## config.mk

```make
export PLATFORM = sky130hd
export DESIGN_NAME = fm_occ_table_builder_core_flat
export DESIGN_NICKNAME = d
export VERILOG_FILES = /design/src/fmocc_pkg.sv /design/src/fmocc_if.sv /design/src/fm_occ_table_builder_core.sv /design/src/fmocc_cfg.sv /design/src/fmocc_mem.sv /design/src/flat_wrapper.sv
export SDC_FILE = /design/constraint.sdc
export NUM_CORES = 1
export LEC_CHECK = 0
export BUFFER_PORTS_ARGS = -buffer_cell sky130_fd_sc_hd__buf_4
export CAP_MARGIN = 20
export CORE_AREA = 5 5 359 361
export DETAILED_ROUTE_END_ITERATION = 12
export DIE_AREA = 0 0 364 366
export PLACE_DENSITY = 0.56
export SLEW_MARGIN = 20
export SYNTH_ARGS = -nofsm -noshare
export SYNTH_HDL_FRONTEND = slang
export SYNTH_SLANG_ARGS = --single-unit
```

## constraint.sdc

```tcl
create_clock -name clk -period 25.5 [get_ports clk]
set_input_delay 3.825 -clock clk [delete_from_list [all_inputs] [get_ports clk]]
set_output_delay 3.825 -clock clk [all_outputs]
set_load 0.02 [all_outputs]
```

## src/fmocc_pkg.sv

```systemverilog
// Shared constants, types and register map of the FM-index occurrence table builder.
package fmocc_pkg;

    localparam int SYM_W   = 3;   // symbol code and entry symbol width
    localparam int VALUE_W = 64;  // entry value width (bitmap word or count)
    localparam int IVL_W   = 4;   // mark interval register width
    localparam int DATA_W  = 32;  // APB data width
    localparam int ADDR_W  = 3;   // APB byte address width

    localparam int DEF_SYMBOLS   = 5;
    localparam int DEF_WORD_BITS = 64;

    localparam logic [IVL_W-1:0] IVL_RESET = 4'd8;
    localparam logic [IVL_W-1:0] IVL_MIN   = 4'd1;
    localparam logic [IVL_W-1:0] IVL_MAX   = 4'd8;

    // Register index, taken from byte address bit 2
    localparam logic REG_MARK_INTERVAL = 1'b0;

    typedef enum logic
    {
        KIND_WORD = 1'b0,
        KIND_MARK = 1'b1
    } entry_kind_t;

    // Request from the sequencer to the state memories
    typedef struct packed
    {
        logic             rd_en;
        logic [SYM_W-1:0] rd_addr;
        logic             wr_en;
        logic [SYM_W-1:0] wr_addr;
    } mem_ctrl_t;

endpackage

```

## src/fmocc_if.sv

```systemverilog
// Stream interfaces: symbol input channel and table entry output channel.
interface fmocc_sym_if;
    import fmocc_pkg::*;

    logic             valid;
    logic             ready;
    logic [SYM_W-1:0] symbol_code;
    logic             end_of_text;

    modport source (output valid, symbol_code, end_of_text, input ready);
    modport sink   (input valid, symbol_code, end_of_text, output ready);
endinterface

interface fmocc_entry_if;
    import fmocc_pkg::*;

    logic               valid;
    logic               ready;
    logic               entry_kind;
    logic [SYM_W-1:0]   entry_symbol;
    logic [VALUE_W-1:0] entry_value;
    logic               final_entry;

    modport source (output valid, entry_kind, entry_symbol, entry_value, final_entry,
                    input ready);
    modport sink   (input valid, entry_kind, entry_symbol, entry_value, final_entry,
                    output ready);
endinterface

```

## src/fm_occ_table_builder_core.sv

```systemverilog
// Top level of the FM-index occurrence table builder: sequencer, output register, wiring.
//
//  Channel    Dir  Handshake            Payload
//  ---------  ---  -------------------  ----------------------------------------------------
//  sym_in     in   valid/ready          symbol_code[2:0], end_of_text
//  entry_out  out  valid/ready          entry_kind, entry_symbol[2:0], entry_value[63:0],
//                                       final_entry
//  APB        in   psel/penable/pready  paddr[2:0], pwdata/prdata[31:0] (mark_interval @ 0)
//
//  Steps: a symbol that completes no word passes through accept, memory read and
//  read-modify-write. Each group of SYMBOLS entries (word, padding or mark) takes
//  a read step and an emit/write-back step per symbol, set by the single read port
//  of the state memories.
//  Reset: rst_n clears control state and the memory valid bits at once; no clearing
//  pass is needed, so the first symbol is accepted right after reset.
//  Stalls: the output register holds an entry until taken; the sequencer waits in its
//  emit step while that register is full, and sym_in.ready is high only between items.
module fm_occ_table_builder_core #(
    parameter int SYMBOLS   = fmocc_pkg::DEF_SYMBOLS,
    parameter int WORD_BITS = fmocc_pkg::DEF_WORD_BITS
) (
    input  logic                          clk,
    input  logic                          rst_n,
    fmocc_sym_if.sink                     sym_in,
    fmocc_entry_if.source                 entry_out,
    input  logic                          psel,
    input  logic                          penable,
    input  logic                          pwrite,
    input  logic [fmocc_pkg::ADDR_W-1:0]  paddr,
    input  logic [fmocc_pkg::DATA_W-1:0]  pwdata,
    output logic [fmocc_pkg::DATA_W-1:0]  prdata,
    output logic                          pready
);
    import fmocc_pkg::*;

    localparam int               BP_W     = $clog2(WORD_BITS);
    localparam logic [BP_W-1:0]  BP_LAST  = BP_W'(WORD_BITS - 1);
    localparam logic [SYM_W-1:0] SYM_LAST = SYM_W'(SYMBOLS - 1);

    typedef enum logic [2:0]
    {
        ST_IDLE,
        ST_UPD_RD,
        ST_UPD_WR,
        ST_GRP_RD,
        ST_GRP_EMIT
    } state_t;

    // Kind of entry group being emitted
    typedef enum logic [2:0]
    {
        GRP_INIT,        // opening zero marks
        GRP_WRAP_WORD,   // full bitmap words
        GRP_WRAP_MARK,   // interval mark after full words
        GRP_FLUSH_WORD,  // partial word at end of text
        GRP_PAD,         // zero words filling the open interval
        GRP_FINAL_MARK   // closing mark
    } group_t;

    state_t              state_reg, state_next;
    group_t              grp_reg, grp_next;
    logic [SYM_W-1:0]    sidx_reg, sidx_next;
    logic [SYM_W-1:0]    sym_reg, sym_next;
    logic                last_reg, last_next;
    logic [BP_W-1:0]     bitpos_reg, bitpos_next;
    logic [IVL_W-1:0]    words_reg, words_next;
    logic                started_reg, started_next;
    logic                out_valid_reg, out_valid_next;
    logic                out_kind_reg, out_kind_next;
    logic [SYM_W-1:0]    out_sym_reg, out_sym_next;
    logic [VALUE_W-1:0]  out_value_reg, out_value_next;
    logic                out_final_reg, out_final_next;

    mem_ctrl_t           ctrl;
    logic [WORD_BITS-1:0] bm_wdata, bm_rdata;
    logic [VALUE_W-1:0]  cnt_wdata, cnt_rdata;
    logic [IVL_W-1:0]    interval;

    logic                sym_ok;
    logic                is_mark;
    logic                is_word;
    logic                slot_free;
    logic [IVL_W-1:0]    words_inc;

    fmocc_cfg u_cfg (
        .clk      (clk),
        .rst_n    (rst_n),
        .psel     (psel),
        .penable  (penable),
        .pwrite   (pwrite),
        .paddr    (paddr),
        .pwdata   (pwdata),
        .prdata   (prdata),
        .pready   (pready),
        .interval (interval)
    );

    fmocc_mem #(
        .SYMBOLS   (SYMBOLS),
        .WORD_BITS (WORD_BITS)
    ) u_mem (
        .clk       (clk),
        .rst_n     (rst_n),
        .ctrl      (ctrl),
        .bm_wdata  (bm_wdata),
        .cnt_wdata (cnt_wdata),
        .bm_rdata  (bm_rdata),
        .cnt_rdata (cnt_rdata)
    );

    // Out-of-range codes take a bit position but touch no entry
    assign sym_ok    = (int'(sym_reg) < SYMBOLS);
    assign is_mark   = (grp_reg == GRP_INIT) || (grp_reg == GRP_WRAP_MARK)
                    || (grp_reg == GRP_FINAL_MARK);
    assign is_word   = (grp_reg == GRP_WRAP_WORD) || (grp_reg == GRP_FLUSH_WORD);
    assign slot_free = !out_valid_reg || entry_out.ready;
    assign words_inc = words_reg + IVL_W'(1);

    always_comb
    begin
        state_next     = state_reg;
        grp_next       = grp_reg;
        sidx_next      = sidx_reg;
        sym_next       = sym_reg;
        last_next      = last_reg;
        bitpos_next    = bitpos_reg;
        words_next     = words_reg;
        started_next   = started_reg;
        out_valid_next = out_valid_reg && !entry_out.ready;
        out_kind_next  = out_kind_reg;
        out_sym_next   = out_sym_reg;
        out_value_next = out_value_reg;
        out_final_next = out_final_reg;
        ctrl           = '0;
        bm_wdata       = bm_rdata;
        cnt_wdata      = cnt_rdata;

        case (state_reg)
            ST_IDLE:
            begin
                if (sym_in.valid)
                begin
                    sym_next  = sym_in.symbol_code;
                    last_next = sym_in.end_of_text;
                    sidx_next = '0;
                    if (!started_reg)
                    begin
                        // Open the table with a zero mark per symbol
                        started_next = 1'b1;
                        grp_next     = GRP_INIT;
                        state_next   = ST_GRP_RD;
                    end
                    else
                    begin
                        state_next = ST_UPD_RD;
                    end
                end
            end

            ST_UPD_RD:
            begin
                ctrl.rd_en   = sym_ok;
                ctrl.rd_addr = sym_reg;
                state_next   = ST_UPD_WR;
            end

            ST_UPD_WR:
            begin
                // Set the bit MSB first and bump the running count
                ctrl.wr_en   = sym_ok;
                ctrl.wr_addr = sym_reg;
                bm_wdata     = bm_rdata | ({1'b1, {(WORD_BITS-1){1'b0}}} >> bitpos_reg);
                cnt_wdata    = cnt_rdata + VALUE_W'(1);
                sidx_next    = '0;
                if (bitpos_reg == BP_LAST)
                begin
                    bitpos_next = '0;
                    grp_next    = GRP_WRAP_WORD;
                    state_next  = ST_GRP_RD;
                end
                else
                begin
                    bitpos_next = bitpos_reg + BP_W'(1);
                    if (last_reg)
                    begin
                        grp_next   = GRP_FLUSH_WORD;
                        state_next = ST_GRP_RD;
                    end
                    else
                    begin
                        state_next = ST_IDLE;
                    end
                end
            end

            ST_GRP_RD:
            begin
                ctrl.rd_en   = 1'b1;
                ctrl.rd_addr = sidx_reg;
                state_next   = ST_GRP_EMIT;
            end

            ST_GRP_EMIT:
            begin
                if (slot_free)
                begin
                    out_valid_next = 1'b1;
                    out_kind_next  = is_mark ? KIND_MARK : KIND_WORD;
                    out_sym_next   = sidx_reg;
                    if (is_mark)
                    begin
                        out_value_next = cnt_rdata;
                    end
                    else if (is_word)
                    begin
                        out_value_next = VALUE_W'(bm_rdata);
                    end
                    else
                    begin
                        out_value_next = '0;
                    end
                    out_final_next = last_reg && (sidx_reg == SYM_LAST)
                                  && ((grp_reg == GRP_WRAP_MARK)
                                   || (grp_reg == GRP_FINAL_MARK));

                    // Drop emitted bitmaps; drop counts on the table's last mark
                    ctrl.wr_addr = sidx_reg;
                    if (is_word)
                    begin
                        ctrl.wr_en = 1'b1;
                        bm_wdata   = '0;
                    end
                    else if (last_reg && (grp_reg != GRP_INIT) && is_mark)
                    begin
                        ctrl.wr_en = 1'b1;
                        cnt_wdata  = '0;
                    end

                    if (sidx_reg != SYM_LAST)
                    begin
                        sidx_next  = sidx_reg + SYM_W'(1);
                        state_next = ST_GRP_RD;
                    end
                    else
                    begin
                        sidx_next = '0;
                        case (grp_reg)
                            GRP_INIT:
                            begin
                                state_next = ST_UPD_RD;
                            end
                            GRP_WRAP_WORD, GRP_FLUSH_WORD, GRP_PAD:
                            begin
                                words_next = words_inc;
                                if ((grp_reg == GRP_WRAP_WORD) && (words_inc >= interval))
                                begin
                                    grp_next   = GRP_WRAP_MARK;
                                    state_next = ST_GRP_RD;
                                end
                                else if ((grp_reg == GRP_WRAP_WORD) && !last_reg)
                                begin
                                    state_next = ST_IDLE;
                                end
                                else
                                begin
                                    // Pad the open interval, then close it
                                    grp_next   = (words_inc < interval) ? GRP_PAD
                                                                        : GRP_FINAL_MARK;
                                    state_next = ST_GRP_RD;
                                end
                            end
                            default:
                            begin
                                // A mark group ends the interval, or the table
                                words_next = '0;
                                state_next = ST_IDLE;
                                if (last_reg)
                                begin
                                    bitpos_next  = '0;
                                    started_next = 1'b0;
                                end
                            end
                        endcase
                    end
                end
            end

            default:
            begin
                state_next = ST_IDLE;
            end
        endcase
    end

    always_ff @(posedge clk or negedge rst_n)
    begin
        if (!rst_n)
        begin
            state_reg     <= ST_IDLE;
            grp_reg       <= GRP_INIT;
            sidx_reg      <= '0;
            sym_reg       <= '0;
            last_reg      <= 1'b0;
            bitpos_reg    <= '0;
            words_reg     <= '0;
            started_reg   <= 1'b0;
            out_valid_reg <= 1'b0;
            out_kind_reg  <= 1'b0;
            out_sym_reg   <= '0;
            out_value_reg <= '0;
            out_final_reg <= 1'b0;
        end
        else
        begin
            state_reg     <= state_next;
            grp_reg       <= grp_next;
            sidx_reg      <= sidx_next;
            sym_reg       <= sym_next;
            last_reg      <= last_next;
            bitpos_reg    <= bitpos_next;
            words_reg     <= words_next;
            started_reg   <= started_next;
            out_valid_reg <= out_valid_next;
            out_kind_reg  <= out_kind_next;
            out_sym_reg   <= out_sym_next;
            out_value_reg <= out_value_next;
            out_final_reg <= out_final_next;
        end
    end

    assign sym_in.ready           = (state_reg == ST_IDLE);
    assign entry_out.valid        = out_valid_reg;
    assign entry_out.entry_kind   = out_kind_reg;
    assign entry_out.entry_symbol = out_sym_reg;
    assign entry_out.entry_value  = out_value_reg;
    assign entry_out.final_entry  = out_final_reg;

    // The table always closes on a count mark
    a_final_is_mark: assert property (@(posedge clk) disable iff (!rst_n)
        entry_out.valid && entry_out.final_entry |-> entry_out.entry_kind == KIND_MARK)
        else $error("final entry is not a count mark");

    // One item at a time: no second transaction right after an accepted one
    a_busy_after_accept: assert property (@(posedge clk) disable iff (!rst_n)
        sym_in.valid && sym_in.ready |=> !sym_in.ready)
        else $error("input accepted while previous symbol in progress");

    // Write-back stays inside the symbol range
    a_wr_in_range: assert property (@(posedge clk) disable iff (!rst_n)
        ctrl.wr_en |-> int'(ctrl.wr_addr) < SYMBOLS)
        else $error("memory write beyond last symbol");

endmodule

```

## src/fmocc_cfg.sv

```systemverilog
// APB register block holding mark_interval and its clamped working value.
module fmocc_cfg (
    input  logic                          clk,
    input  logic                          rst_n,
    input  logic                          psel,
    input  logic                          penable,
    input  logic                          pwrite,
    input  logic [fmocc_pkg::ADDR_W-1:0]  paddr,
    input  logic [fmocc_pkg::DATA_W-1:0]  pwdata,
    output logic [fmocc_pkg::DATA_W-1:0]  prdata,
    output logic                          pready,
    output logic [fmocc_pkg::IVL_W-1:0]   interval
);
    import fmocc_pkg::*;

    logic [IVL_W-1:0] mark_interval_reg;
    logic [IVL_W-1:0] mark_interval_next;
    logic             sel_ivl;
    logic             wr_hit;

    assign pready  = 1'b1;
    assign sel_ivl = (paddr[ADDR_W-1] == REG_MARK_INTERVAL);
    assign wr_hit  = psel && penable && pwrite && sel_ivl;

    assign mark_interval_next = wr_hit ? pwdata[IVL_W-1:0] : mark_interval_reg;

    always_ff @(posedge clk or negedge rst_n)
    begin
        if (!rst_n)
        begin
            mark_interval_reg <= IVL_RESET;
        end
        else
        begin
            mark_interval_reg <= mark_interval_next;
        end
    end

    assign prdata = sel_ivl ? {{(DATA_W-IVL_W){1'b0}}, mark_interval_reg} : '0;

    // Zero acts as one, anything above the maximum acts as the maximum
    always_comb
    begin
        if (mark_interval_reg == '0)
        begin
            interval = IVL_MIN;
        end
        else if (mark_interval_reg > IVL_MAX)
        begin
            interval = IVL_MAX;
        end
        else
        begin
            interval = mark_interval_reg;
        end
    end

endmodule

```

## src/fmocc_mem.sv

```systemverilog
// Per-symbol bitmap and count memories, registered read, valid bit per entry.
module fmocc_mem #(
    parameter int SYMBOLS   = fmocc_pkg::DEF_SYMBOLS,
    parameter int WORD_BITS = fmocc_pkg::DEF_WORD_BITS
) (
    input  logic                          clk,
    input  logic                          rst_n,
    input  fmocc_pkg::mem_ctrl_t          ctrl,
    input  logic [WORD_BITS-1:0]          bm_wdata,
    input  logic [fmocc_pkg::VALUE_W-1:0] cnt_wdata,
    output logic [WORD_BITS-1:0]          bm_rdata,
    output logic [fmocc_pkg::VALUE_W-1:0] cnt_rdata
);
    import fmocc_pkg::*;

    localparam int AW = $clog2(SYMBOLS);

    logic [WORD_BITS-1:0] bm_mem  [SYMBOLS];
    logic [VALUE_W-1:0]   cnt_mem [SYMBOLS];

    logic [WORD_BITS-1:0] bm_q_reg;
    logic [VALUE_W-1:0]   cnt_q_reg;
    logic [SYMBOLS-1:0]   vld_reg;
    logic [SYMBOLS-1:0]   vld_next;
    logic                 rd_vld_reg;
    logic                 rd_vld_next;

    // Both words of an entry are always written together
    always_ff @(posedge clk)
    begin
        if (ctrl.wr_en)
        begin
            bm_mem[ctrl.wr_addr[AW-1:0]]  <= bm_wdata;
            cnt_mem[ctrl.wr_addr[AW-1:0]] <= cnt_wdata;
        end
        if (ctrl.rd_en)
        begin
            bm_q_reg  <= bm_mem[ctrl.rd_addr[AW-1:0]];
            cnt_q_reg <= cnt_mem[ctrl.rd_addr[AW-1:0]];
        end
    end

    assign vld_next = ctrl.wr_en
                    ? (vld_reg | ({{(SYMBOLS-1){1'b0}}, 1'b1} << ctrl.wr_addr[AW-1:0]))
                    : vld_reg;
    assign rd_vld_next = ctrl.rd_en ? vld_reg[ctrl.rd_addr[AW-1:0]] : rd_vld_reg;

    always_ff @(posedge clk or negedge rst_n)
    begin
        if (!rst_n)
        begin
            vld_reg    <= '0;
            rd_vld_reg <= 1'b0;
        end
        else
        begin
            vld_reg    <= vld_next;
            rd_vld_reg <= rd_vld_next;
        end
    end

    // Never-written entries read as zero
    assign bm_rdata  = rd_vld_reg ? bm_q_reg  : '0;
    assign cnt_rdata = rd_vld_reg ? cnt_q_reg : '0;

endmodule

```

## src/flat_wrapper.sv

```systemverilog
// flat-port wrapper written by rule: the top's interface ports become plain ports
module fm_occ_table_builder_core_flat import fmocc_pkg::*;
#(
    parameter int SYMBOLS   = fmocc_pkg::DEF_SYMBOLS,
    parameter int WORD_BITS = fmocc_pkg::DEF_WORD_BITS
)
  (clk, rst_n, psel, penable, pwrite, paddr, pwdata, prdata, pready, sym_in_valid, sym_in_symbol_code, sym_in_end_of_text, sym_in_ready, entry_out_valid, entry_out_entry_kind, entry_out_entry_symbol, entry_out_entry_value, entry_out_final_entry, entry_out_ready);
  fmocc_sym_if sym_in_i ();
  fmocc_entry_if entry_out_i ();
  input  logic clk;
  input  logic rst_n;
  input  logic psel;
  input  logic penable;
  input  logic pwrite;
  input  logic [fmocc_pkg::ADDR_W-1:0] paddr;
  input  logic [fmocc_pkg::DATA_W-1:0] pwdata;
  output logic [fmocc_pkg::DATA_W-1:0] prdata;
  output logic pready;
  input wire logic [$bits(sym_in_i.valid)-1:0] sym_in_valid;
  input wire logic [$bits(sym_in_i.symbol_code)-1:0] sym_in_symbol_code;
  input wire logic [$bits(sym_in_i.end_of_text)-1:0] sym_in_end_of_text;
  output wire logic [$bits(sym_in_i.ready)-1:0] sym_in_ready;
  output wire logic [$bits(entry_out_i.valid)-1:0] entry_out_valid;
  output wire logic [$bits(entry_out_i.entry_kind)-1:0] entry_out_entry_kind;
  output wire logic [$bits(entry_out_i.entry_symbol)-1:0] entry_out_entry_symbol;
  output wire logic [$bits(entry_out_i.entry_value)-1:0] entry_out_entry_value;
  output wire logic [$bits(entry_out_i.final_entry)-1:0] entry_out_final_entry;
  input wire logic [$bits(entry_out_i.ready)-1:0] entry_out_ready;
  assign sym_in_i.valid = sym_in_valid;
  assign sym_in_i.symbol_code = sym_in_symbol_code;
  assign sym_in_i.end_of_text = sym_in_end_of_text;
  assign sym_in_ready = sym_in_i.ready;
  assign entry_out_valid = entry_out_i.valid;
  assign entry_out_entry_kind = entry_out_i.entry_kind;
  assign entry_out_entry_symbol = entry_out_i.entry_symbol;
  assign entry_out_entry_value = entry_out_i.entry_value;
  assign entry_out_final_entry = entry_out_i.final_entry;
  assign entry_out_i.ready = entry_out_ready;
  fm_occ_table_builder_core #(.SYMBOLS(SYMBOLS), .WORD_BITS(WORD_BITS)) u_core (.clk(clk), .rst_n(rst_n), .sym_in(sym_in_i), .entry_out(entry_out_i), .psel(psel), .penable(penable), .pwrite(pwrite), .paddr(paddr), .pwdata(pwdata), .prdata(prdata), .pready(pready));
endmodule
```

; Word-level counts from Yosys, hierarchy flattened
; Memories as Yosys holds them, arrays and structs flattened. A register that Yosys moved wholly into a read port is not among the register bits.
; Index checks and enable logic that the tools add are counted.
[totals]
in_bits = 46
ram_bits = 640
elab_cells = 154
out_inout_bits = 104
n_memories = 2
reg_bits = 104
[op_classes]
n_lt_le_gt_ge = 5
muxes = 64
add_sub_neg = 4
reduce_logical = 35
bitwise_logic = 5
eq_ne = 21
shift = 2
[memory_table]
columns = name, depth, word_bits, rd, rd_ports_with_merged_regs, write_ports, line_no
row1 = u_core.u_mem.bm_mem, 5, 64, 1, 1, 1, fmocc_mem.sv:18  ; logic [WORD_BITS-1:0] bm_mem [SYMBOLS];
row2 = u_core.u_mem.cnt_mem, 5, 64, 1, 1, 1, fmocc_mem.sv:19  ; logic [VALUE_W-1:0] cnt_mem [SYMBOLS];
[op_table]
columns = cell, n
row1 = 64-bit two-way mux, 9
row2 = 64-bit case mux with 2 select lines, 2
row3 = "64-bit by 1-bit adder with 64-bit output, second input constant", 1
row4 = 64-bit OR, 1
row5 = "64-bit by 6-bit >> shifter with 64-bit output, first input constant", 1
row6 = 3-bit two-way mux, 17
row7 = 6-bit two-way mux, 5
row8 = 4-bit case mux with 2 select lines, 3
row9 = 3-bit case mux with 3 select lines, 2
row10 = 4-bit two-way mux, 4
row11 = 3-bit case mux with 5 select lines, 1
row12 = 1-bit two-way mux, 14
row13 = "3-bit by 2-bit == test with 1-bit output, second input constant", 4
row14 = "3-bit == test, second input constant", 4
row15 = 6-bit case mux with 2 select lines, 1
row16 = 1-bit logical AND, 10
row17 = "2-bit != test, second input constant", 4
row18 = 8-bit AND reduction, 1
row19 = "6-bit by 1-bit adder with 6-bit output, second input constant", 1
row20 = "3-bit by 1-bit == test with 1-bit output, second input constant", 2
row21 = "6-bit == test, second input constant", 1
row22 = 3-bit logical NOT, 2
row23 = 2-bit two-way mux, 3
row24 = "2-bit by 1-bit != test with 1-bit output, second input constant", 3
row25 = other kinds (28), 40

; Longest topological paths before layout
[logic_depth]
ltp_word = 11
ltp_mapped = 14
ltp_nobuf = 10

; By module
; From an unflattened synthesis, not the netlist that was laid out.
[unflattened]
hier_cells = 2269
area_unflattened_um2 = 36855.3
[modules_own_cells]
columns = module, cells_per_inst, instances, seq_area_each_um2, area_each_um2
row1 = fmocc_mem, 1237, 1, 23212.3, 28780.1
row2 = fm_occ_table_builder_core, 983, 1, 2352.3, 7614.8
row3 = fmocc_cfg, 49, 1, 101.3, 460.4

; Least setup slack after synthesis
; OpenSTA, ideal clock, no wires.
[synth_path]
path_type = input port to flip-flop
from = input entry_out_ready
to = register u_core.u_mem.vld_reg[4]
stages = 6
arrival_time_ns = 11.313
n_path_buf = 0
path_slack_ns = 14.082
cell_sequence = nor2b_1 > nor2_1 > a22oi_1 > nand2b_1 > a21oi_1 > or2_2
[synth_between]
elab_chain_len = 5
[synth_rtl]
columns = element, line_no
row1 = "start, declared", flat_wrapper.sv:28  ; input wire logic [$bits(entry_out_i.ready)-1:0] entry_out_ready;
row2 = 1-bit logical OR *, fm_occ_table_builder_core.sv:116  ; assign slot_free = !out_valid_reg || entry_out.ready;
row3 = 4-bit two-way mux *, fm_occ_table_builder_core.sv:205  ; if (slot_free)
row4 = 4-bit case mux with 2 select lines *, fm_occ_table_builder_core.sv:138  ; case (state_reg)
row5 = 1-bit by 3-bit left shift with 5-bit output, fmocc_mem.sv:44  ; ? (vld_reg | ({{(SYMBOLS-1){1'b0}}, 1'b1} << ctrl.wr_addr[AW-1:0]))
row6 = 5-bit OR, fmocc_mem.sv:44
row7 = "end signal, assigned", fmocc_mem.sv:57  ; vld_reg <= vld_next;
row8 = "end, declared", fmocc_mem.sv:23  ; logic [SYMBOLS-1:0] vld_reg;
; Mark *: on every way between the ends. The rest lies on a longest branch, timed or not.
; A chain may end at the register's enable or synchronous reset.

; Final worst setup path
[layout_path]
from = input paddr[2] in the netlist's numbering
to = output prdata[2] in the netlist's numbering
[layout_between]
elab_chain_len = 1
[layout_rtl]
columns = element, line_no
row1 = "start, declared", flat_wrapper.sv:15  ; input logic [fmocc_pkg::ADDR_W-1:0] paddr;
row2 = 4-bit two-way mux, fmocc_cfg.sv:39  ; assign prdata = sel_ivl ? {{(DATA_W-IVL_W){1'b0}}, mark_interval_reg} : '0;
row3 = "end, declared", flat_wrapper.sv:17  ; output logic [fmocc_pkg::DATA_W-1:0] prdata;
; No other way between the ends.

==> flow_summary_export.csv <==
group,metric,value,unit
setup_path,critPathTopFamily,"buffers and inverters",
logic_synthesis,netlist_area,37200,sq um
power_and_ir_drop,pwr-share-seq,43.2,%
global_route,antenna_found_initial,4,
logic_synthesis,syn_inst,3264,
setup_path,slowest_delay,0.15,ns
cts,cts_root_buffer,"clkbuf_16",
cts,cts_hold_buf,0,
sta,rsz0062_at_grt,"no",
power_and_ir_drop,share_comb_of_total_power,32.5,%
logic_synthesis,ys_ff_latch,872,
power_and_ir_drop,cellPowerDensity,126,nW/um^2
cts,clock_sinks,872,
sta,setup_viol,0,
setup_path,crit_top_cell,"buf_4",
finish,nets,3326,
route,wl,113,mm
global_route,grt_usage,16.3,%
route,drc,0,
cts,clockBufferDepth,3,
setup_path,path_depth,3,
logic_synthesis,ys.flop_type,"edfxtp_1",
logic_synthesis,yosys.area.top_type,"edfxtp_1",
setup_path,arrival,4.21,ns
logic_synthesis,yosys.cell_types.count,72,
setup_path,path_buf_inv,2,
cts,htreeDepth,3,
hold_path,hold_path_depth,1,
finish,drive_above_1_share,9.39,%
floorplanning,initial_core_util,29.7,%
finish,area_growth,13.8,%
floorplanning,die_h,366,um
setup_path,critPathRequiredTime,21.67,ns
global_route,grt_pass1_vias,24200,
sta,setup_tns,0,ns
sta,timing.fmax,125,MHz
floorplanning,rows,130,
power_and_ir_drop,leakage,15.3,nW
global_route,gr-total-overflow,0,
logic_synthesis,synthTopCellsByArea,"edfxtp_1 62%, nand2_1 9.6%, dfrtp_1 6.9%",
global_route,grt_max_degree,147,
logic_synthesis,netlist.area_leader.share,62.0,%
floorplanning,die_w,364,um
sta,clock_skew,0.0209,ns
floorplanning,core,125000,sq um
power_and_ir_drop,p_sw_share,38.1,%
setup_path,cp_slowest_cell,"buf_4",
power_and_ir_drop,power,5.32,mW
route,via_per_inst,5.19,
setup_path,critPathCaptureType,"primary output",
cts,ctsResizeCount,0,
job,maxCapViolations,0,
cts,cts_buffers,84,
power_and_ir_drop,p_int,3.30,mW
setup_path,cp-start-kind,"input pin",
setup_path,reg2reg_depth,8,
placed_design,io_buffers,90,
cts,cts.clk_slew.worst_paths,0.07,ns
cts,cts_setup_buffers,0,
setup_path,worstPathCellList,"buf_4 -> nor2b_1 -> buf_4",
hold_path,hold_path.class,"reg2reg",
cts,cts_tree,"built",
route,drt-initial-drc-count,2915,
sta,slew_violations,0,
sta,period_needed,8.03,ns
power_and_ir_drop,power_frac_clock,24.3,%
global_route,grt_pass1_wl,164,mm
route,ant_nets,0,
floorplanning,io-pin-count,150,
route,firstDrtPassIters,6,
power_and_ir_drop,ir_drop,0.0000870,V
logic_synthesis,seq_area_frac_synth,69.0,%
placed_design,dp_hpwl,61.9,mm
setup_path,path_class,"in2out",
sta,slew_headroom,23.2,%
power_and_ir_drop,switching_power,2.03,mW
placed_design,gp_congestion,0.815,
cts,clk_latency,0.65,ns
logic_synthesis,avgSynthCellArea,11.4,sq um
sta,fin_crit_sh,31.5,%
route,vias,25900,
sta,hold_viol,0,
logic_synthesis,yosys_warnings,0,
logic_synthesis,synth_edf_count,768,
sta,tightest_slew,1.15,ns
outcome,outcome,"finished clean",
setup_path,worstPathMaxFanout,5,
floorplanning,die-area,133000,sq um
route,wire_per_inst,22.6,um
logic_synthesis,synthArstFlopShare,11.9,%
==> placed cells by master (no fill, tap or decap), types with 5 or more instances in the layout <==
cell       count
mux2i_1        7
a32o_1         9
or3b_2         6
conb_1        29
or3_1         10
clkbuf_8       8
nor3_1        29
and3_1        13
bufinv_16      8
and2_1        22
nor2b_1       13
edfxtp_1     768
mux2_2        10
buf_4        126
nand4_1       27
nor4_1        15
nand2_1      951
nor2_4         5
or4_1          9
a31o_2         5
a32oi_1       11
clkbuf_16     89
and4_1         9
xor2_1         7
a22oi_1      114
nor2_1       112
a21o_1         5
a31oi_1        9
clkinv_1      14
ha_1          14
nand2b_1       6
or2_2          9
nand3_1      439
clkbuf_1      19
o21ai_0      130
a21oi_1       41
clkinv_2       9
inv_1         17
o22ai_1       11
dfrtp_1      102
==> synth_stat cells, drive strengths merged (5+ instances only) <==
master and n:
and3 14, clkbuf 191, inv 18, edfxtp 768, a32o 9, a31o 5, nand2 956, nor2b 15
a22oi 114, nand3 441, ha 14, or2 10, buf 50, or3b 7, mux2 10, nand2b 7
or3 11, nor2 117, xor2 7, o21ai 131, a21o 5, nor3 33, and4 9, nor4 15
a21oi 42, o22ai 11, a31oi 9, or4 9, and2 25, a32oi 11, nand4 28, dfrtp 103
mux2i 7
==> area by class of cell <==
class | instances | area (sq um)
fill | 12300 | 82700
sequential | 872 | 25700
multi-input combinational | 2160 | 10700
clock buffer | 116 | 2410
tap | 1650 | 2060
timing repair buffer | 130 | 1030
clock inverter | 38 | 417
inverter | 18 | 72.6
antenna | 4 | 10.0
==> through the flow <==
| step | hold slack, ns | instances | util (%) | setup slack (ns) | instance area, sq um |
|---|---|---|---|---|---|
| 6_report | 0.475 | 4988 | 33.9 | 17.47 | 42400 |
| 5_1_grt | 0.484 | 4984 | 33.9 | 17.42 | 42300 |
| 4_1_cts | 0.472 | 4984 | 33.9 | 17.46 | 42300 |
| 3_5_place_dp | 0.453 | 4830 | 31.6 | 17.42 | 39500 |
| 3_3_place_gp | 0.452 | 4830 | 31.6 | 17.48 | 39500 |
| 2_1_floorplan | 0.439 | 3291 | - | 14.08 | 37300 |
==> logic make-up (layout without fill, tap and decap cells) <==
logic type | count (synthesis) | count (layout) | share of synthesized area, %
mux | 17 | 17 | 0.491
other cells | 2 | 33 | 0.0202
compound gates | 382 | 382 | 6.69
xor+xnor | 11 | 11 | 0.259
flops | 872 | 872 | 69.0
buf+inv | 259 | 302 | 2.94
simple gates | 1707 | 1707 | 20.2
fa+ha+maj | 14 | 14 | 0.471
==> power groups by stage <==
stage	sequential (mW)	clock (mW)	combinational [mW]
6_report	2.30	1.29	1.73
5_1_grt	2.32	1.38	1.90
4_1_cts	2.29	1.32	1.73
3_5_place_dp	2.32	0	1.72
3_3_place_gp	2.32	0	1.69
2_1_floorplan	2.27	0	1.05
==> metal layers <==
layer | up-vias | part of all wire [%] | GRT usage, %
met3 | 169 | 11 | 4.50
met2 | 1161 | 43 | 23.9
met4 | 2 | 2.7 | 4.80
li1 | 11700 | - | -
met5 | - | 0.0062 | 0
met1 | 12800 | 44 | 23.6
==> worst reg2reg max path, stage by stage (launching register included) <==
cell and delay (ns):
dfrtp_1 0.55, nor2b_1 0.34, and2_2 0.33, buf_4 0.58, a22oi_1 0.27, or2_2 0.40, nor2_4 0.71, buf_4 0.87
buf_4 1.00
==> worst paths after layout <==
path                                          from                                to  slack, ns
setup / recovery                          paddr[2]                         prdata[2]      17.47
hold / removal             u_core.u_mem.vld_reg[0]           u_core.u_mem.vld_reg[0]       0.47
setup reg to reg               u_core.state_reg[1]        u_core.u_mem.bm_mem[3][62]      20.03
hold reg to reg            u_core.u_mem.vld_reg[0]           u_core.u_mem.vld_reg[0]       0.47
max in group asynchronous                    rst_n           u_core.u_mem.rd_vld_reg      20.97
min in group asynchronous                    rst_n  u_core.entry_out.entry_value[12]       3.19
Note: power is estimated with default switching activity, not from simulation.
